==> config.mk <==
export PLATFORM = sky130hd
export DESIGN_NAME = stereo_one_pole_band_filter_top_flat
export DESIGN_NICKNAME = d
export VERILOG_FILES = /design/src/hdl/sopbf_pkg.sv /design/src/hdl/sopbf_in_if.sv /design/src/hdl/sopbf_out_if.sv /design/src/hdl/sopbf_cfg_if.sv /design/src/hdl/sopbf_cfg_regs.sv /design/src/hdl/sopbf_mul.sv /design/src/hdl/sopbf_seq.sv /design/src/hdl/stereo_one_pole_band_filter_top.sv /design/src/flat_wrapper.sv
export SDC_FILE = /design/constraint.sdc
export NUM_CORES = 2
export LEC_CHECK = 0
export BUFFER_PORTS_ARGS = -buffer_cell sky130_fd_sc_hd__buf_2
export CAP_MARGIN = 30
export CELL_PAD_IN_SITES_DETAIL_PLACEMENT = 2
export CELL_PAD_IN_SITES_GLOBAL_PLACEMENT = 2
export CORE_MARGIN = 3
export CORE_UTILIZATION = 38
export CTS_CLUSTER_DIAMETER = 100
export DETAILED_ROUTE_END_ITERATION = 7
export GPL_TIMING_DRIVEN = 0
export PLACE_DENSITY_LB_ADDON = 0.1
export SKIP_CTS_REPAIR_TIMING = 1
export SLEW_MARGIN = 20
export SYNTH_ARGS = -nofsm -noshare
export SYNTH_HDL_FRONTEND = slang
export SYNTH_SLANG_ARGS = --single-unit
==> constraint.sdc <==
create_clock -name clk -period 9.2 [get_ports clk]
set_input_delay 0.46 -clock clk [delete_from_list [all_inputs] [get_ports clk]]
set_output_delay 0.46 -clock clk [all_outputs]
set_load 0.01 [all_outputs]
==> src/hdl/sopbf_pkg.sv <==
// types, constants and helper functions of the band filter
package sopbf_pkg;

    localparam int SAMPLE_BITS = 24;
    localparam int CHANNELS    = 2;
    localparam int STATE_W     = 32;
    localparam int EXTRA_BITS  = STATE_W - SAMPLE_BITS;
    localparam int CH_BITS     = (CHANNELS > 1) ? $clog2(CHANNELS) : 1;
    localparam int SEC_BITS    = CH_BITS + 1;
    localparam int SEC_DEPTH   = 2 ** SEC_BITS;

    localparam int ALPHA_W     = 19;
    localparam int ALPHA_FRAC  = 18;
    localparam int GAIN_W      = 16;
    localparam int GAIN_FRAC   = 12;
    localparam int GAIN_SHIFT  = GAIN_FRAC + EXTRA_BITS;

    localparam int WIDE_W      = STATE_W + 1;
    localparam int MUL_B_W     = ALPHA_W + 1;
    localparam int PROD_W      = WIDE_W + MUL_B_W;
    localparam int NS_W        = STATE_W + 4;

    localparam int CFG_IDX_BITS  = 3;
    localparam int CFG_DATA_BITS = ALPHA_W;

    localparam logic [ALPHA_W-1:0] ALPHA_ONE    = ALPHA_W'(1) << ALPHA_FRAC;
    localparam logic [GAIN_W-1:0]  GAIN_DEFAULT = GAIN_W'(1) << GAIN_FRAC;

    localparam logic signed [PROD_W-1:0] ALPHA_RND = PROD_W'(1) << (ALPHA_FRAC - 1);
    localparam logic signed [PROD_W-1:0] GAIN_RND  = PROD_W'(1) << (GAIN_SHIFT - 1);
    localparam logic signed [WIDE_W:0]   OUT_RND   = (WIDE_W + 1)'(1) << (EXTRA_BITS - 1);

    localparam logic signed [NS_W-1:0] STATE_HI = (NS_W'(1) << (STATE_W - 1)) - NS_W'(1);
    localparam logic signed [NS_W-1:0] STATE_LO = -(NS_W'(1) << (STATE_W - 1));
    localparam logic signed [NS_W-1:0] SAMPLE_HI = (NS_W'(1) << (SAMPLE_BITS - 1)) - NS_W'(1);
    localparam logic signed [NS_W-1:0] SAMPLE_LO = -(NS_W'(1) << (SAMPLE_BITS - 1));

    typedef logic signed [SAMPLE_BITS-1:0] sample_t;
    typedef logic signed [STATE_W-1:0]     state_val_t;
    typedef logic signed [WIDE_W-1:0]      wide_t;
    typedef logic signed [MUL_B_W-1:0]     mul_b_t;
    typedef logic signed [PROD_W-1:0]      prod_t;

    typedef enum logic [CFG_IDX_BITS-1:0] {
        REG_FIRST_ALPHA,
        REG_SECOND_ALPHA,
        REG_FIRST_HP,
        REG_SECOND_HP,
        REG_BAND_GAIN
    } cfg_reg_t;

    typedef struct packed {
        logic [ALPHA_W-1:0] first_alpha;
        logic [ALPHA_W-1:0] second_alpha;
        logic               first_highpass;
        logic               second_highpass;
        logic [GAIN_W-1:0]  band_gain;
    } cfg_t;

    typedef struct packed {
        logic   en;
        wide_t  a;
        mul_b_t b;
    } mul_req_t;

    function automatic state_val_t clamp_state(input logic signed [NS_W-1:0] v);
        state_val_t r;
        if (v > STATE_HI)
            r = STATE_HI[STATE_W-1:0];
        else if (v < STATE_LO)
            r = STATE_LO[STATE_W-1:0];
        else
            r = v[STATE_W-1:0];
        return r;
    endfunction

    function automatic sample_t sat_sample(input logic signed [NS_W-1:0] v);
        sample_t r;
        if (v > SAMPLE_HI)
            r = SAMPLE_HI[SAMPLE_BITS-1:0];
        else if (v < SAMPLE_LO)
            r = SAMPLE_LO[SAMPLE_BITS-1:0];
        else
            r = v[SAMPLE_BITS-1:0];
        return r;
    endfunction

endpackage

==> src/hdl/sopbf_in_if.sv <==
// input frame channel
interface sopbf_in_if;
    import sopbf_pkg::*;

    logic    valid;
    logic    ready;
    sample_t left_sample;
    sample_t right_sample;
    logic    clear_state;
    logic    block_end;

    modport source (output valid, left_sample, right_sample, clear_state, block_end,
                    input ready);
    modport sink   (input valid, left_sample, right_sample, clear_state, block_end,
                    output ready);
endinterface

==> src/hdl/sopbf_out_if.sv <==
// result frame channel
interface sopbf_out_if;
    import sopbf_pkg::*;

    logic    valid;
    logic    ready;
    sample_t left_out;
    sample_t right_out;
    logic    end_of_block;

    modport source (output valid, left_out, right_out, end_of_block, input ready);
    modport sink   (input valid, left_out, right_out, end_of_block, output ready);
endinterface

==> src/hdl/sopbf_cfg_if.sv <==
// configuration write channel
interface sopbf_cfg_if;
    import sopbf_pkg::*;

    logic                     valid;
    logic                     ready;
    logic [CFG_IDX_BITS-1:0]  index;
    logic [CFG_DATA_BITS-1:0] data;

    modport source (output valid, index, data, input ready);
    modport sink   (input valid, index, data, output ready);
endinterface

==> src/hdl/sopbf_cfg_regs.sv <==
// configuration register file with alpha limiting
module sopbf_cfg_regs (
    input  logic               clk,
    input  logic               rst_n,
    sopbf_cfg_if.sink          cfg,
    output sopbf_pkg::cfg_t    cfg_out
);
    import sopbf_pkg::*;

    logic [ALPHA_W-1:0] first_alpha_reg, first_alpha_next;
    logic [ALPHA_W-1:0] second_alpha_reg, second_alpha_next;
    logic               first_hp_reg, first_hp_next;
    logic               second_hp_reg, second_hp_next;
    logic [GAIN_W-1:0]  band_gain_reg, band_gain_next;
    logic               wr_en;

    assign cfg.ready = 1'b1;
    assign wr_en     = cfg.valid && cfg.ready;

    always_comb
    begin
        first_alpha_next  = first_alpha_reg;
        second_alpha_next = second_alpha_reg;
        first_hp_next     = first_hp_reg;
        second_hp_next    = second_hp_reg;
        band_gain_next    = band_gain_reg;
        if (wr_en)
        begin
            unique case (cfg_reg_t'(cfg.index))
                REG_FIRST_ALPHA:  first_alpha_next  = cfg.data[ALPHA_W-1:0];
                REG_SECOND_ALPHA: second_alpha_next = cfg.data[ALPHA_W-1:0];
                REG_FIRST_HP:     first_hp_next     = cfg.data[0];
                REG_SECOND_HP:    second_hp_next    = cfg.data[0];
                REG_BAND_GAIN:    band_gain_next    = cfg.data[GAIN_W-1:0];
                default:          ;
            endcase
        end
    end

    always_ff @(posedge clk or negedge rst_n)
    begin
        if (!rst_n)
        begin
            first_alpha_reg  <= ALPHA_ONE;
            second_alpha_reg <= ALPHA_ONE;
            first_hp_reg     <= 1'b0;
            second_hp_reg    <= 1'b0;
            band_gain_reg    <= GAIN_DEFAULT;
        end
        else
        begin
            first_alpha_reg  <= first_alpha_next;
            second_alpha_reg <= second_alpha_next;
            first_hp_reg     <= first_hp_next;
            second_hp_reg    <= second_hp_next;
            band_gain_reg    <= band_gain_next;
        end
    end

    // alpha coefficients above one act as one
    always_comb
    begin
        cfg_out.first_alpha     = (first_alpha_reg > ALPHA_ONE) ? ALPHA_ONE : first_alpha_reg;
        cfg_out.second_alpha    = (second_alpha_reg > ALPHA_ONE) ? ALPHA_ONE
                                                                 : second_alpha_reg;
        cfg_out.first_highpass  = first_hp_reg;
        cfg_out.second_highpass = second_hp_reg;
        cfg_out.band_gain       = band_gain_reg;
    end
endmodule

==> src/hdl/sopbf_mul.sv <==
// shared signed multiplier with registered product
module sopbf_mul (
    input  logic                clk,
    input  sopbf_pkg::mul_req_t req,
    output sopbf_pkg::prod_t    prod
);
    import sopbf_pkg::*;

    prod_t prod_reg;

    always_ff @(posedge clk)
    begin
        if (req.en)
            prod_reg <= PROD_W'(req.a) * PROD_W'(req.b);
    end

    assign prod = prod_reg;
endmodule

==> src/hdl/sopbf_seq.sv <==
// sequencer, section state and result register of the band filter
module sopbf_seq (
    input  logic                clk,
    input  logic                rst_n,
    sopbf_in_if.sink            in_ch,
    sopbf_out_if.source         out_ch,
    input  sopbf_pkg::cfg_t     cfg,
    output sopbf_pkg::mul_req_t mul_req,
    input  sopbf_pkg::prod_t    prod
);
    import sopbf_pkg::*;

    typedef enum logic [3:0] {
        ST_IDLE,
        ST_DIFF1,
        ST_MUL1,
        ST_UPD1,
        ST_GAIN,
        ST_MID,
        ST_MUL2,
        ST_UPD2,
        ST_EMIT
    } state_t;

    state_t               state_reg;
    logic [CH_BITS-1:0]   ch_reg;
    sample_t              sample_reg [CHANNELS];
    sample_t              res_reg [CHANNELS];
    logic                 end_reg;
    state_val_t           x_reg;
    wide_t                d_reg;
    wide_t                y_reg;
    state_val_t           sec_state_reg [SEC_DEPTH];
    logic                 out_valid_reg;
    sample_t              out_left_reg;
    sample_t              out_right_reg;
    logic                 out_end_reg;

    logic                 in_acc;
    logic                 second_sec;
    logic [SEC_BITS-1:0]  sec_idx;
    state_val_t           s_cur;
    state_val_t           x_in;
    prod_t                prod_alpha;
    logic signed [PROD_W-ALPHA_FRAC-1:0] rnd_alpha;
    logic signed [NS_W-1:0] ns_sum;
    state_val_t           ns;
    logic                 hp;
    wide_t                y_new;
    prod_t                prod_gain;
    logic signed [PROD_W-GAIN_SHIFT-1:0] rnd_gain;
    sample_t              mid;
    state_val_t           x2;
    logic signed [WIDE_W:0] fin_sum;
    logic signed [WIDE_W-EXTRA_BITS:0] fin_rnd;
    sample_t              res_new;

    assign in_ch.ready = (state_reg == ST_IDLE);
    assign in_acc      = in_ch.valid && in_ch.ready;

    assign out_ch.valid        = out_valid_reg;
    assign out_ch.left_out     = out_left_reg;
    assign out_ch.right_out    = out_right_reg;
    assign out_ch.end_of_block = out_end_reg;

    // section datapath
    always_comb
    begin
        second_sec = (state_reg == ST_MID) || (state_reg == ST_MUL2)
                     || (state_reg == ST_UPD2);
        sec_idx    = {second_sec, ch_reg};
        s_cur      = sec_state_reg[sec_idx];
        x_in       = {sample_reg[ch_reg], {EXTRA_BITS{1'b0}}};

        prod_alpha = prod + ALPHA_RND;
        rnd_alpha  = prod_alpha[PROD_W-1:ALPHA_FRAC];
        ns_sum     = NS_W'(s_cur) + NS_W'(rnd_alpha);
        ns         = clamp_state(ns_sum);
        hp         = second_sec ? cfg.second_highpass : cfg.first_highpass;
        y_new      = hp ? (WIDE_W'(x_reg) - WIDE_W'(ns)) : WIDE_W'(ns);

        prod_gain  = prod + GAIN_RND;
        rnd_gain   = prod_gain[PROD_W-1:GAIN_SHIFT];
        mid        = sat_sample(NS_W'(rnd_gain));
        x2         = {mid, {EXTRA_BITS{1'b0}}};

        fin_sum    = (WIDE_W + 1)'(y_new) + OUT_RND;
        fin_rnd    = fin_sum[WIDE_W:EXTRA_BITS];
        res_new    = sat_sample(NS_W'(fin_rnd));
    end

    // multiplier requests
    always_comb
    begin
        mul_req.en = (state_reg == ST_MUL1) || (state_reg == ST_GAIN)
                     || (state_reg == ST_MUL2);
        mul_req.a  = (state_reg == ST_GAIN) ? y_reg : d_reg;
        if (state_reg == ST_GAIN)
            mul_req.b = $signed({{(MUL_B_W - GAIN_W){1'b0}}, cfg.band_gain});
        else if (state_reg == ST_MUL2)
            mul_req.b = $signed({1'b0, cfg.second_alpha});
        else
            mul_req.b = $signed({1'b0, cfg.first_alpha});
    end

    always_ff @(posedge clk or negedge rst_n)
    begin
        if (!rst_n)
        begin
            state_reg     <= ST_IDLE;
            ch_reg        <= '0;
            end_reg       <= 1'b0;
            x_reg         <= '0;
            d_reg         <= '0;
            y_reg         <= '0;
            out_valid_reg <= 1'b0;
            out_left_reg  <= '0;
            out_right_reg <= '0;
            out_end_reg   <= 1'b0;
            for (int i = 0; i < CHANNELS; i++)
            begin
                sample_reg[i] <= '0;
                res_reg[i]    <= '0;
            end
            for (int i = 0; i < SEC_DEPTH; i++)
                sec_state_reg[i] <= '0;
        end
        else
        begin
            if (out_valid_reg && out_ch.ready && (state_reg != ST_EMIT))
                out_valid_reg <= 1'b0;

            unique case (state_reg)
                ST_IDLE:
                begin
                    if (in_acc)
                    begin
                        if (in_ch.clear_state)
                        begin
                            for (int i = 0; i < SEC_DEPTH; i++)
                                sec_state_reg[i] <= '0;
                        end
                        else
                        begin
                            sample_reg[0] <= in_ch.left_sample;
                            if (CHANNELS > 1)
                                sample_reg[CHANNELS-1] <= in_ch.right_sample;
                            end_reg   <= in_ch.block_end;
                            ch_reg    <= '0;
                            state_reg <= ST_DIFF1;
                        end
                    end
                end
                ST_DIFF1:
                begin
                    x_reg     <= x_in;
                    d_reg     <= WIDE_W'(x_in) - WIDE_W'(s_cur);
                    state_reg <= ST_MUL1;
                end
                ST_MUL1:
                    state_reg <= ST_UPD1;
                ST_UPD1:
                begin
                    sec_state_reg[sec_idx] <= ns;
                    y_reg     <= y_new;
                    state_reg <= ST_GAIN;
                end
                ST_GAIN:
                    state_reg <= ST_MID;
                ST_MID:
                begin
                    x_reg     <= x2;
                    d_reg     <= WIDE_W'(x2) - WIDE_W'(s_cur);
                    state_reg <= ST_MUL2;
                end
                ST_MUL2:
                    state_reg <= ST_UPD2;
                ST_UPD2:
                begin
                    sec_state_reg[sec_idx] <= ns;
                    res_reg[ch_reg]        <= res_new;
                    if (ch_reg == CH_BITS'(CHANNELS - 1))
                        state_reg <= ST_EMIT;
                    else
                    begin
                        ch_reg    <= ch_reg + 1'b1;
                        state_reg <= ST_DIFF1;
                    end
                end
                ST_EMIT:
                begin
                    if (!out_valid_reg || out_ch.ready)
                    begin
                        out_valid_reg <= 1'b1;
                        out_left_reg  <= res_reg[0];
                        out_right_reg <= (CHANNELS > 1) ? res_reg[CHANNELS-1] : '0;
                        out_end_reg   <= end_reg;
                        state_reg     <= ST_IDLE;
                    end
                end
                default:
                    state_reg <= ST_IDLE;
            endcase
        end
    end
endmodule

==> src/hdl/stereo_one_pole_band_filter_top.sv <==
// top level of the stereo two-section one-pole band filter
//
//  channel  dir  handshake     payload
//  in_ch    in   valid/ready   left_sample, right_sample, clear_state, block_end
//  out_ch   out  valid/ready   left_out, right_out, end_of_block
//  cfg      in   valid/ready   index, data (always ready)
//
// a frame's result is loaded after both channels have passed through the section states,
// each channel using the shared multiplier for alpha, gain and alpha; the next frame
// is taken the cycle after the result is loaded
// a clear item leaves the sequencer idle and gives no result
// reset clears the section state and loads the default coefficients
// a stalled result holds the output register; the sequencer waits only if a new
// result is ready before the old one is taken
module stereo_one_pole_band_filter_top (
    input logic         clk,
    input logic         rst_n,
    sopbf_in_if.sink    in_ch,
    sopbf_out_if.source out_ch,
    sopbf_cfg_if.sink   cfg
);
    import sopbf_pkg::*;

    cfg_t     cfg_val;
    mul_req_t mul_req;
    prod_t    prod;

    sopbf_cfg_regs u_cfg_regs (
        .clk     (clk),
        .rst_n   (rst_n),
        .cfg     (cfg),
        .cfg_out (cfg_val)
    );

    sopbf_mul u_mul (
        .clk  (clk),
        .req  (mul_req),
        .prod (prod)
    );

    sopbf_seq u_seq (
        .clk     (clk),
        .rst_n   (rst_n),
        .in_ch   (in_ch),
        .out_ch  (out_ch),
        .cfg     (cfg_val),
        .mul_req (mul_req),
        .prod    (prod)
    );
endmodule

==> src/flat_wrapper.sv <==
// flat-port wrapper written by rule: the top's interface ports become plain ports
module stereo_one_pole_band_filter_top_flat import sopbf_pkg::*;
  (clk, rst_n, in_ch_valid, in_ch_left_sample, in_ch_right_sample, in_ch_clear_state, in_ch_block_end, in_ch_ready, out_ch_valid, out_ch_left_out, out_ch_right_out, out_ch_end_of_block, out_ch_ready, cfg_valid, cfg_index, cfg_data, cfg_ready);
  sopbf_in_if in_ch_i ();
  sopbf_out_if out_ch_i ();
  sopbf_cfg_if cfg_i ();
  input logic clk;
  input logic rst_n;
  input wire logic [$bits(in_ch_i.valid)-1:0] in_ch_valid;
  input wire logic [$bits(in_ch_i.left_sample)-1:0] in_ch_left_sample;
  input wire logic [$bits(in_ch_i.right_sample)-1:0] in_ch_right_sample;
  input wire logic [$bits(in_ch_i.clear_state)-1:0] in_ch_clear_state;
  input wire logic [$bits(in_ch_i.block_end)-1:0] in_ch_block_end;
  output wire logic [$bits(in_ch_i.ready)-1:0] in_ch_ready;
  output wire logic [$bits(out_ch_i.valid)-1:0] out_ch_valid;
  output wire logic [$bits(out_ch_i.left_out)-1:0] out_ch_left_out;
  output wire logic [$bits(out_ch_i.right_out)-1:0] out_ch_right_out;
  output wire logic [$bits(out_ch_i.end_of_block)-1:0] out_ch_end_of_block;
  input wire logic [$bits(out_ch_i.ready)-1:0] out_ch_ready;
  input wire logic [$bits(cfg_i.valid)-1:0] cfg_valid;
  input wire logic [$bits(cfg_i.index)-1:0] cfg_index;
  input wire logic [$bits(cfg_i.data)-1:0] cfg_data;
  output wire logic [$bits(cfg_i.ready)-1:0] cfg_ready;
  assign in_ch_i.valid = in_ch_valid;
  assign in_ch_i.left_sample = in_ch_left_sample;
  assign in_ch_i.right_sample = in_ch_right_sample;
  assign in_ch_i.clear_state = in_ch_clear_state;
  assign in_ch_i.block_end = in_ch_block_end;
  assign in_ch_ready = in_ch_i.ready;
  assign out_ch_valid = out_ch_i.valid;
  assign out_ch_left_out = out_ch_i.left_out;
  assign out_ch_right_out = out_ch_i.right_out;
  assign out_ch_end_of_block = out_ch_i.end_of_block;
  assign out_ch_i.ready = out_ch_ready;
  assign cfg_i.valid = cfg_valid;
  assign cfg_i.index = cfg_index;
  assign cfg_i.data = cfg_data;
  assign cfg_ready = cfg_i.ready;
  stereo_one_pole_band_filter_top u_core (.clk(clk), .rst_n(rst_n), .in_ch(in_ch_i), .out_ch(out_ch_i), .cfg(cfg_i));
endmodule
Word level (Yosys, flattened, before mapping)
Index checks and enable logic that the tools add are counted.
{ "totals": {"reg_bits": 487, "in_bits": 77, "word_cells": 134} }
{ "classes": {"n_addsub": 8, "n_mul": 1, "n_lt_le_gt_ge": 12, "n_eq_ne": 17, "mux": 42, "n_bitwise": 3, "n_reduce_logical": 27} }
{ "op_table": {"columns": ["operator", "n"], "rows": [
  ["$mux W128", 2],
  ["$pmux W128 S2", 1],
  ["$mux W24", 8],
  ["$mux W32", 5],
  ["$bwmux W128", 1],
  ["$sub A32 B32 Y33", 3],
  ["$mux W19", 4],
  ["$mux W33", 2],
  ["$pmux W33 S2", 1],
  ["$bmux W32 S2", 1],
  ["$demux W32 S2", 1],
  ["$pmux W32 S2", 1],
  ["$add A53 B19 Y53 const B", 1],
  ["$add A53 B21 Y53 const B", 1],
  ["$mul A33 B20 Y53", 1],
  ["$bwmux W48", 1],
  ["$gt A19 B19 Y1 const B", 2],
  ["$add A32 B35 Y36", 1],
  ["$gt A36 B32 Y1 const B", 1],
  ["$lt A36 B32 Y1 const B", 1],
  ["$pmux W4 S9", 1],
  ["$add A33 B9 Y34 const B", 1],
  ["$gt A33 B24 Y1 const B", 1],
  ["$lt A33 B24 Y1 const B", 1],
  ["other kinds (33)", 67]
]} }

Logic depth before layout (Yosys ltp)
{ "logic_depth": {"ltp_word": 18, "depth_mapped": 44} }

Hierarchy
A second synthesis with hierarchy kept.
{ "unflattened": {"cells_unflattened": 5365, "area_unflattened_um2": 51380.5} }
{ "modules_own_cells": {"columns": ["module", "n_inst", "cells_each", "area_per_inst_um2"], "rows": [
  ["sopbf_mul", 1, 2652, 24932.7],
  ["sopbf_seq", 1, 2544, 23916.7],
  ["sopbf_cfg_regs", 1, 169, 2531.2]
]} }

Least setup slack after synthesis
Ideal clock, no wire load.
{ "synth_path": {"path_type": "flip-flop to flip-flop", "from": "reg u_core.u_cfg_regs.second_alpha_reg[2]", "to": "reg u_core.u_mul.prod_reg[52] (netlist: u_core.u_mul.prod[52]), data pin", "setup_ns": 0.262, "arrival_time_ns": 9.786, "required_time_ns": 8.938, "slack_ns": -0.847, "path_stages_with_launch": 39, "path_cell_list": "dfrtp_1 or4_1 or4_1 a21oi_1 clkbuf_1 a22oi_1 o21ai_1 clkbuf_1 nand2_1 fa_1 inv_1 fa_1 inv_1 fa_1 inv_1 fa_1 inv_1 fa_1 [3 not listed] ha_1 o21ai_0 a21oi_1 a221o_1 nor3_1 a31oi_1 o31a_1 a22o_1 o41a_1 a21o_1 nand4_1 a21oi_1 o21a_1 o21a_1 o21a_1 o21a_1 nor2_1 xnor2_1"} }
{ "synth_via": {"elab_chain_len": 5} }
{ "synth_lines": {"columns": ["item", "line_no", "source"], "rows": [
  ["start, declared", "sopbf_cfg_regs.sv:11", "logic [ALPHA_W-1:0] second_alpha_reg, second_alpha_next;"],
  ["start signal, assigned", "sopbf_cfg_regs.sv:53", "second_alpha_reg <= second_alpha_next;"],
  ["$gt A19 B19 Y1", "sopbf_cfg_regs.sv:64", "cfg_out.second_alpha = (second_alpha_reg > ALPHA_ONE) ? ALPHA_ONE"],
  ["$mux W19 *", "sopbf_cfg_regs.sv:64", null],
  ["$mux W19 *", "sopbf_seq.sv:100", "else if (state_reg == ST_MUL2)"],
  ["$mux W19 *", "sopbf_seq.sv:98", "if (state_reg == ST_GAIN)"],
  ["$mul A33 B20 Y53 *", "sopbf_mul.sv:14", "prod_reg <= PROD_W'(req.a) * PROD_W'(req.b);"],
  ["end signal, assigned", "sopbf_mul.sv:14", null],
  ["end, declared", "sopbf_mul.sv:9", "prod_t prod_reg;"]
]} }
Every way passes the cells marked *; elsewhere a longest branch is shown, timed or not.
A chain may end at the register's enable or synchronous reset.

Final worst setup path
{ "layout_path": {"from": "reg u_core.u_cfg_regs.first_alpha_reg[13]", "to": "reg u_core.u_mul.prod_reg[52] (netlist: u_core.u_mul.prod[52]), data pin"} }
{ "layout_via": {"elab_chain_len": 5} }
{ "layout_lines": {"columns": ["item", "line_no", "source"], "rows": [
  ["start, declared", "sopbf_cfg_regs.sv:10", "logic [ALPHA_W-1:0] first_alpha_reg, first_alpha_next;"],
  ["start signal, assigned", "sopbf_cfg_regs.sv:52", "first_alpha_reg <= first_alpha_next;"],
  ["$gt A19 B19 Y1", "sopbf_cfg_regs.sv:63", "cfg_out.first_alpha = (first_alpha_reg > ALPHA_ONE) ? ALPHA_ONE : first_alpha_reg;"],
  ["$mux W19 *", "sopbf_cfg_regs.sv:63", null],
  ["$mux W19 *", "sopbf_seq.sv:100", null],
  ["$mux W19 *", "sopbf_seq.sv:98", null],
  ["$mul A33 B20 Y53 *", "sopbf_mul.sv:14", null]
]} }
Marked as above.

==> tab_implementation.tex <==
\begin{tabular}{lr}
\hline
Metric & Value \\
\hline
\multicolumn{2}{l}{\textbf{Synth}} \\
Fraction of the mapped netlist area in simple logic gates & 0.148 \\
Share of the yosys chip area belonging to registers & 0.247 \\
Parity-gate share of the synthesized area counting xor and xnor cells & 0.0363 \\
Largest family of logic cells by synthesized area & adder cells \\
Synthesized instance count & 5119 \\
Number of register bits inferred by synthesis & 462 \\
Top cell type's share of synthesized area & 0.261 \\
Most used standard cell by instance count after synthesis & sky130\_fd\_sc\_hd\_\_nand2\_1 \\
Share of synthesized registers carrying an async set or reset & 0.922 \\
Distinct cell type count of the synthesized netlist & 110 \\
Leading post-synthesis cells by cell area & sky130\_fd\_sc\_hd\_\_fa\_1, sky130\_fd\_sc\_hd\_\_dfrtp\_1, sky130\_fd\_sc\_hd\_\_nand2\_1 \\
Multiplexer share of the synthesized area & 0.0717 \\
Top\_reg\_cell synth & sky130\_fd\_sc\_hd\_\_dfrtp\_1 \\
Synth warnings & 0 \\
Number of nets produced by synthesis & 6036 \\
Post-Synth Adder-Cell Area & 0.318 \\
Mean Syn Cell Area & 9.30 sq um \\
Number of enable flip-flop cells after synthesis & 36 \\
List of most frequent post-synthesis cells & sky130\_fd\_sc\_hd\_\_nand2\_1, sky130\_fd\_sc\_hd\_\_inv\_1, sky130\_fd\_sc\_hd\_\_fa\_1 \\
Syn Std Cell Area & 47600 sq um \\
Library cell occupying the most area in the post-synthesis netlist & sky130\_fd\_sc\_hd\_\_fa\_1 \\
Synthesized-area fraction occupied by ao, oa, aoi and oai cells & 0.104 \\
\multicolumn{2}{l}{\textbf{Floorplan}} \\
Overall die area & 130000 sq um \\
Count of boundary I/O pins & between 100 and 150 \\
Area of the placeable core & 124000 sq um \\
Total number of placement rows & 129 \\
Initial Util & 0.384 \\
Die Y & between 300 and 400 um \\
Die width & roughly 360 um \\
\multicolumn{2}{l}{\textbf{Job}} \\
Maximum capacitance violations & 0 \\
\multicolumn{2}{l}{\textbf{Placement}} \\
Port buffer count & 127 \\
Weighted congestion at the end of routability-driven global placement & 0.930 \\
Placed Instances & 6906 \\
HPWL after detailed placement & 166 mm \\
Pre-CTS worst setup slack & -3.59 ns \\
\multicolumn{2}{l}{\textbf{Global route}} \\
Vias in the first global route & 44000 \\
Maximum number of pins on one net before global-route repair & approximately 90 \\
Total global routing track utilization & 0.312 \\
Number of antenna violations at the first check in global routing & 12 \\
Gr ovfl total & 0 \\
Global-route wire length before repair & 299 mm \\
\multicolumn{2}{l}{\textbf{STA}} \\
Number of endpoints with negative hold slack in the final report & 0 \\
Largest clock skew in the final design & 0.0253 ns \\
Worst hold slack & around 0.03 ns \\
Total of endpoints with negative setup slack in the final report & 73 \\
Unrepaired setup endpoints after global routing & yes \\
Max Transition Viols Final & 0 \\
Period minus WS final & 10.59 ns \\
Final setup margin & -1.39 ns \\
Worst-Margin Slew & roughly 1.1 ns \\
Final worst path period share & 1.15 \\
Max Clock Freq & 94.4 MHz \\
Relative slew slack & 0.249 \\
\multicolumn{2}{l}{\textbf{Setup path}} \\
Crit. End Element & flip-flop \\
R2R cell count & 41 \\
Crit Path Category & flip-flop to flip-flop \\
Cell repeated most along the worst path & sky130\_fd\_sc\_hd\_\_fa\_1 \\
Required arrival time at the worst endpoint & between 9 and 10 ns \\
Maximum fanout encountered on the critical timing path & 10 \\
Arrival time of data at the critical path endpoint & $\sim$11 ns \\
Capture point of the worst reg-to-reg path & u\_core.u\_mul.prod[52] \\
Element type at the critical path start & flip-flop \\
Max incr delay on CP & 0.55 ns \\
Worst reg2reg startpoint & u\_core.u\_cfg\_regs.first\_alpha\_reg[13] \\
Number of buffer and inverter stages on the critical path & 8 \\
Worst-case register-to-register setup slack & -1.39 ns \\
Slowest cell on crit path & sky130\_fd\_sc\_hd\_\_fa\_2 \\
Cell type group with the largest total delay on the critical path & compound AO/OA/AOI/OAI gates \\
\multicolumn{2}{l}{\textbf{Outcome}} \\
Result of the run & finished with violations \\
Violations in the final reports & setup timing \\
\multicolumn{2}{l}{\textbf{Drt}} \\
Drt first-iter violations & 2255 \\
DRC violation count after routing & 0 \\
First-pass DRT Iterations & 5 \\
Detail-routed via count per cell & 5.56 \\
Total vias in the final route & 39200 \\
Routed length per placed instance & $\sim$29 um \\
Residual antenna-violating net count after detailed routing & 0 \\
Overall routed net length & 203 mm \\
\multicolumn{2}{l}{\textbf{Layout}} \\
Final core area utilization & 0.438 \\
Synthesis-to-layout area growth & 14.1\% \\
Flip-flop count of the largest register after layout & between 100 and 150 \\
Nets & about 6300 \\
Non-filler instance count after layout & 7049 \\
Fraction of layout instances using a drive strength above 1 & 0.155 \\
Number of fill cells in the layout & 13400 \\
\multicolumn{2}{l}{\textbf{Min path}} \\
Path category of the worst min-delay check & input pin to flip-flop \\
Source of the worst hold timing path & in\_ch\_left\_sample[8] \\
Worst-case hold path end point & u\_core.u\_seq.sample\_reg[32] \\
Min-Delay Path Depth & 2 \\
\multicolumn{2}{l}{\textbf{CTS}} \\
TritonCTS clock tree & built \\
Number of buffers between clock root and the deepest sink & 3 \\
Num CTS Buffers & 55 \\
Clock-pin slew of the registers on the worst-case setup and hold paths & approximately 0.06 ns \\
Root buffer selected by CTS & sky130\_fd\_sc\_hd\_\_clkbuf\_16 \\
Clock latency of the later-clocked register in the worst-skew pair & around 0.66 ns \\
Number of levels the H-tree was split into & 2 \\
Number of sinks on the clock net & approximately 460 \\
\hline
\end{tabular}
placed cells by master (no fill, tap or decap), types with 38 or more instances in the layout:
| cell | count |
|---|---|
| sky130_fd_sc_hd__ha_1 | 215 |
| sky130_fd_sc_hd__nand3_1 | 54 |
| sky130_fd_sc_hd__clkbuf_16 | 57 |
| sky130_fd_sc_hd__nand2b_1 | 38 |
| sky130_fd_sc_hd__o21ai_0 | 240 |
| sky130_fd_sc_hd__mux2_2 | 185 |
| sky130_fd_sc_hd__buf_4 | 54 |
| sky130_fd_sc_hd__buf_2 | 151 |
| sky130_fd_sc_hd__xor2_1 | 70 |
| sky130_fd_sc_hd__fa_1 | 614 |
| sky130_fd_sc_hd__and2_1 | 40 |
| sky130_fd_sc_hd__dfrtp_1 | 422 |
| sky130_fd_sc_hd__inv_1 | 663 |
| sky130_fd_sc_hd__nor3_1 | 54 |
| sky130_fd_sc_hd__nand2_1 | 773 |
| sky130_fd_sc_hd__a21o_1 | 48 |
| sky130_fd_sc_hd__nor2_1 | 432 |
| sky130_fd_sc_hd__a21oi_1 | 216 |
| sky130_fd_sc_hd__clkbuf_1 | 126 |
| sky130_fd_sc_hd__xnor2_1 | 117 |
metrics by stage:
step                      instance area, sq um  setup TNS, ns
after detailed placement                 51200        -272.50
after CTS                                53000        -283.48
final                                    54300         -58.04
after floorplan                          48000         -0.471
after global routing                     54300         -84.57
after global placement                   50700        -854.81
area by class of cell:
class                           instances  area, sq um  area share
Tap cell                             1637         2050      0.0377
Clock buffer                           81         1610      0.0297
Inverter                              670         2510      0.0463
Clock inverter                         20          206     0.00380
Buffer                                241         1390      0.0255
Antenna cell                            2         5.00   0.0000921
Timing Repair Buffer                  200         1470      0.0270
Sequential cell                       462        11700       0.216
Multi-Input combinational cell       3736        33400       0.614
worst max path at each step:
stage	start	to	cells past startpoint
final	u_core.u_cfg_regs.first_alpha_reg[13]	u_core.u_mul.prod[52]	41
after global routing	u_core.u_cfg_regs.first_alpha_reg[12]	u_core.u_mul.prod[52]	40
after CTS	u_core.u_seq.ch_reg	u_core.u_seq.res_reg[18]	36
after detailed placement	u_core.u_seq.ch_reg	u_core.u_seq.res_reg[18]	36
after global placement	u_core.u_seq.ch_reg	u_core.u_seq.res_reg[42]	33
after floorplan	u_core.u_cfg_regs.second_alpha_reg[2]	u_core.u_mul.prod[52]	37
cell families (layout without fill, tap and decap cells):
logic type / Yosys count / in the layout
xor+xnor: 196 / 196
other cells: 1 / 3
compound gates: 802 / 802
fa+ha+maj: 840 / 840
flops: 462 / 462
mux: 279 / 279
simple gates: 1618 / 1618
buf+inv: 921 / 1212
layer usage:
layer / GRT usage / part of all wire
met2: 0.542 / 0.50
met3: 0.0339 / 0.038
met5: 0 / 0.00013
met4: 0.129 / 0.049
met1: 0.397 / 0.42
Power is not shown: default switching activity piles up to over one toggle a cycle in this logic, so the estimate is an artifact.
